`src/design/ts_div.sv`:
```
// Pipelined unsigned restoring divider, one quotient bit per stage.
// Carries a side payload alongside; stand-alone, no package needed.
`timescale 1ns / 1ps

module ts_div #(
    parameter int NW = 34,
    parameter int DW = 16,
    parameter int SW = 1
) (
    input  logic          i_clk,
    input  logic          i_rst_n,
    input  logic          i_en,
    input  logic          i_valid,
    input  logic [NW-1:0] i_num,
    input  logic [DW-1:0] i_den,
    input  logic [SW-1:0] i_side,
    output logic          o_valid,
    output logic [NW-1:0] o_quo,
    output logic [SW-1:0] o_side
);

    logic          r_valid [NW];
    logic [DW-1:0] r_rem   [NW];
    logic [NW-1:0] r_num   [NW];
    logic [DW-1:0] r_den   [NW];
    logic [SW-1:0] r_side  [NW];

    genvar k;
    for (k = 0; k < NW; k++) begin : g_stage
        logic          p_valid;
        logic [DW-1:0] p_rem;
        logic [NW-1:0] p_num;
        logic [DW-1:0] p_den;
        logic [SW-1:0] p_side;
        logic [DW:0]   w_trial;
        logic          w_take;
        logic [DW-1:0] n_rem;
        logic [NW-1:0] n_num;

        if (k == 0) begin : g_first
            assign p_valid = i_valid;
            assign p_rem   = '0;
            assign p_num   = i_num;
            assign p_den   = i_den;
            assign p_side  = i_side;
        end else begin : g_next
            assign p_valid = r_valid[k-1];
            assign p_rem   = r_rem[k-1];
            assign p_num   = r_num[k-1];
            assign p_den   = r_den[k-1];
            assign p_side  = r_side[k-1];
        end

        // shift in next numerator bit, subtract when it fits
        always_comb begin
            w_trial = {p_rem, p_num[NW-1]};
            w_take  = (w_trial >= {1'b0, p_den});
            n_rem   = w_take ? DW'(w_trial - {1'b0, p_den}) : w_trial[DW-1:0];
            n_num   = {p_num[NW-2:0], w_take};
        end

        always_ff @(posedge i_clk) begin
            if (!i_rst_n) begin
                r_valid[k] <= 1'b0;
            end else if (i_en) begin
                r_valid[k] <= p_valid;
            end
        end

        always_ff @(posedge i_clk) begin
            if (i_en) begin
                r_rem[k]  <= n_rem;
                r_num[k]  <= n_num;
                r_den[k]  <= p_den;
                r_side[k] <= p_side;
            end
        end
    end

    assign o_valid = r_valid[NW-1];
    assign o_quo   = r_num[NW-1];
    assign o_side  = r_side[NW-1];

endmodule

```
`config.mk`:
```
export PLATFORM = sky130hd
export DESIGN_NAME = ts_div
export DESIGN_NICKNAME = d
export VERILOG_FILES = /design/src/design/ts_div.sv
export SDC_FILE = /design/constraint.sdc
export NUM_CORES = 2
export LEC_CHECK = 0
export CORE_MARGIN = 2
export CORE_UTILIZATION = 58
export DETAILED_ROUTE_END_ITERATION = 8
export DONT_BUFFER_PORTS = 1
export GPL_ROUTABILITY_DRIVEN = 0
export GPL_TIMING_DRIVEN = 1
export PLACE_DENSITY = 0.76
export SETUP_SLACK_MARGIN = 0.5
export SYNTH_ARGS = -nofsm -noshare
export SYNTH_HDL_FRONTEND = slang
export SYNTH_SLANG_ARGS = --single-unit
export TNS_END_PERCENT = 30
```
`constraint.sdc`:
```
create_clock -name i_clk -period 3.06 [get_ports i_clk]
set_input_delay 0.918 -clock i_clk [delete_from_list [all_inputs] [get_ports i_clk]]
set_output_delay 0.918 -clock i_clk [all_outputs]
set_load 0.02 [all_outputs]
```
==> results.cfg <==
[pwr]
vdd_ir_drop_max_mv = 0.666
leakagePower_nw = 46.4
power_density_nw_per_um2 = 1030

[global_routing]
maximum_number_of_pins_on_one_net_before_global_route_repair = 256
grtUsageTotal_pct = 20.3
first_global_vias = 55900
grt_overflow = 0
antenna_found_initial = 1
first_pass_grt_wire_length_um = 286000

[synth]
syn_avg_cell_area_sq_um = 14.8
async_reset_ff_share_pct = 0
synth-edff-count = 2279
synth_top_area_share_pct = 68.8
synthesis.instances = 6740
netlist_area_sq_um = 99400
ys.flop_type = sky130_fd_sc_hd__edfxtp_1
seq_area_frac_synth_pct = 68.8
syn-num-nets = 7357
flops_latches_synth = 2280
synth_top_cells_by_area = sky130_fd_sc_hd__edfxtp_1, sky130_fd_sc_hd__ha_1, sky130_fd_sc_hd__mux2_2, sky130_fd_sc_hd__inv_1, sky130_fd_sc_hd__xnor2_1
ys.warnings.count = 0
synthDistinctLibCells = 80
cell_accounting_for_the_most_synthesized_area = sky130_fd_sc_hd__edfxtp_1

[setup_path]
reg2regPathDepth = 12
crit_path_max_fanout = 14
timing.critical_path.to_type = register
r2r-end = r_rem[1][14]
cp.required_ns = 3.66
cp-start-kind = register
rrSetupSlack_ns = -0.19
reg2reg_launch_point = r_den[0][1]
timing.setup.critical_path_class = register to register
critical_path_arrival_ns = 3.85

[route]
postRouteAntennaNets = 0
totalWireLength_um = 191000
vias = 57100
dr.first_iter.drc_count = 4962
post-route-drc-count = 0
wl_per_cell_um = 19.4
drt_pass1_iterations = 9
viasPerCell = 5.79

[timing]
achievable-frequency_mhz = 308
min_period_ns = 3.25
finalHoldViolCount = 0
final_setup_margin_ns = -0.190
tightestPinTransition_ns = 1.32
finalMaxSlewViolations = 0
maxSlewHeadroom_pct = 11.8
grt_setup_unrepaired = true
worst_clock_skew_ns = 0.0500
hold_slack_ns = 0.140
setup_viol = 36
final.period_utilization_pct = 106

[clocking]
cts_made_buffers = 224
clk_pin_slew_ns = 0.06
clk_path_buf_depth = 3
insertion_delay_ns = 0.87
cts_tree = yes
clock_tree_root = sky130_fd_sc_hd__clkbuf_16
cts-htree-levels = 4
cts_hold_buf = 0
clkSinkCount = 2280

[placed_design]
dpl-instance-area_sq_um = 105000
detailedPlacementHpwl_um = 111000
port_buffers = 0

[min_path]
hold_start = i_num[18]
whs_endpoint = r_num[0][19]
hold_class = primary input to register
cell_depth_of_the_worst_min_delay_path = 0

[die]
die_width_um = 418
ioPinCount = 91
core_area_sq_um = 170000
floorplan.initialDensity_pct = 58.5
fp.dieArea_sq_um = 175000
die_y_um = 418
placementRows = 151

[layout]
nets = 8068
post-route-cell-area_sq_um = 120000
area.growth.synth_to_final_pct = 20.9
num-fill-cells = 10300
post_route_cells_drive_above_1_share_pct = 25.2

[flow_run]
maxCapViolCount = 0

[outcome]
run_status = complete, but fails checks
violations_in_the_final_reports = setup timing
## per-layer routing
metal	vias to the layer above	global-route usage [%]	part of all wire (%)
met5	-	0	0.0057
met4	2	7.58	3.6
met3	519	3.29	4.7
met2	1691	35.8	52
met1	28200	25.2	40
li1	26700	-	-
## flip-flops by register name (all words and copies together) (netlist names)
| register | count |
|---|---|
| r_num | 1156 |
| r_side | 34 |
| r_rem | 528 |
| r_den | 528 |
| r_valid | 34 |
## worst max path at each step
| stage | startpoint | to | cells past startpoint |
|---|---|---|---|
| final | r_den[0][1] | r_rem[1][14] | 12 |
| after CTS | r_den[0][1] | r_rem[1][14] | 12 |
| after global placement | i_en | r_valid[33] | 5 |
| after floorplan | r_den[0][1] | r_rem[1][11] | 13 |
| after detailed placement | i_en | r_valid[3] | 5 |
| after global routing | r_den[0][1] | r_rem[1][8] | 12 |
## cell type report
| type | instances | area (sq um) | area share [%] |
|---|---|---|---|
| multi-input combinational | 3703 | 33100 | 27.6 |
| clock inverter | 164 | 1750 | 1.46 |
| sequential | 2280 | 68500 | 57.0 |
| timing repair buffer | 569 | 5810 | 4.83 |
| inverter | 673 | 2540 | 2.11 |
| clock buffer | 255 | 5740 | 4.78 |
| tap | 2218 | 2780 | 2.31 |
| antenna | 1 | 2.50 | 0.00208 |
## metrics by stage
step	setup WS (ns)	setup TNS [ns]	utilization [%]	power (mW)	instances
global route	-0.290	-7.59	70.8	130	9862
floorplan	-0.167	-0.846	-	74.0	6740
CTS	-0.180	-2.45	67.7	116	9617
detailed placement	-1.28	-578.10	61.7	84.2	9074
global placement	-1.19	-491.79	61.7	82.4	9074
finish	-0.190	-3.41	70.8	124	9863
## report_power, final
part / internal (mW) / switching, mW / total [mW] / leakage, nW
clock: 15.7 / 11.9 / 27.6 / 3.62
combinational: 26.1 / 24.7 / 50.8 / 20.5
sequential: 42.3 / 3.41 / 45.7 / 22.3
total: 84.1 / 40.0 / 124 / 46.4
## cells in the final DEF (no fill, tap or decap), types with 38 or more instances in the layout
cell / instances
sky130_fd_sc_hd__a21oi_2: 119
sky130_fd_sc_hd__a21o_1: 141
sky130_fd_sc_hd__edfxtp_1: 2279
sky130_fd_sc_hd__mux2i_1: 52
sky130_fd_sc_hd__nor2_4: 59
sky130_fd_sc_hd__mux2_2: 157
sky130_fd_sc_hd__buf_12: 41
sky130_fd_sc_hd__nor3_1: 77
sky130_fd_sc_hd__o21ai_1: 38
sky130_fd_sc_hd__mux2_4: 138
sky130_fd_sc_hd__clkinv_1: 49
sky130_fd_sc_hd__nor2b_1: 67
sky130_fd_sc_hd__ha_4: 109
sky130_fd_sc_hd__nand2b_1: 68
sky130_fd_sc_hd__o21ai_2: 51
sky130_fd_sc_hd__inv_1: 618
sky130_fd_sc_hd__clkbuf_16: 241
sky130_fd_sc_hd__clkinv_2: 50
sky130_fd_sc_hd__o21ai_0: 167
sky130_fd_sc_hd__nor2_1: 309
sky130_fd_sc_hd__ha_1: 399
sky130_fd_sc_hd__a21oi_1: 271
sky130_fd_sc_hd__inv_2: 50
sky130_fd_sc_hd__nand3_1: 80
sky130_fd_sc_hd__o21a_1: 74
sky130_fd_sc_hd__buf_6: 40
sky130_fd_sc_hd__xnor2_1: 240
sky130_fd_sc_hd__xor2_1: 130
sky130_fd_sc_hd__nand4_1: 53
sky130_fd_sc_hd__and3_1: 50
sky130_fd_sc_hd__nand2_1: 174
sky130_fd_sc_hd__buf_4: 439
## cell families after synthesis
kind of cell	after synthesis	share of synthesized area, %
AND/OR/NAND/NOR	1183	5.90
AO/OA/AOI/OAI	1232	7.85
XOR/XNOR	372	3.28
flip-flops	2280	68.8
buffers and inverters	763	2.92
multiplexers	348	3.89
adder cells (fa/ha/maj)	562	7.31
## synth_stat cells, drive strengths merged, types with 64 or more instances
master	n
a21o	141
a21oi	408
clkbuf	64
edfxtp	2279
ha	530
inv	669
mux2	295
nand2	182
nand2b	69
nand3	87
nor2	395
nor2b	96
nor3	89
o21a	75
o21ai	264
xnor2	241
xor2	131
## repair_timing
item                                    in CTS  in global routing
endpoints found under the setup margin    1135                923
gates cloned                                18                 18
pin swaps                                  163                270
buffers inserted                           106                227
gates resized for setup                    341                690
## worst max-delay path: stages, from the launching register on
cell and delay [ns]:
sky130_fd_sc_hd__edfxtp_1 0.39, sky130_fd_sc_hd__inv_2 0.09, sky130_fd_sc_hd__ha_4 0.20, sky130_fd_sc_hd__nor2b_4 0.12, sky130_fd_sc_hd__o31a_1 0.28, sky130_fd_sc_hd__or3_4 0.36
sky130_fd_sc_hd__a21oi_4 0.17, sky130_fd_sc_hd__a21oi_2 0.08, sky130_fd_sc_hd__a221o_1 0.32, sky130_fd_sc_hd__a41o_1 0.22, sky130_fd_sc_hd__a211o_1 0.29, sky130_fd_sc_hd__buf_12 0.16
sky130_fd_sc_hd__mux2_4 0.29
(Power assumes the default switching activity.)
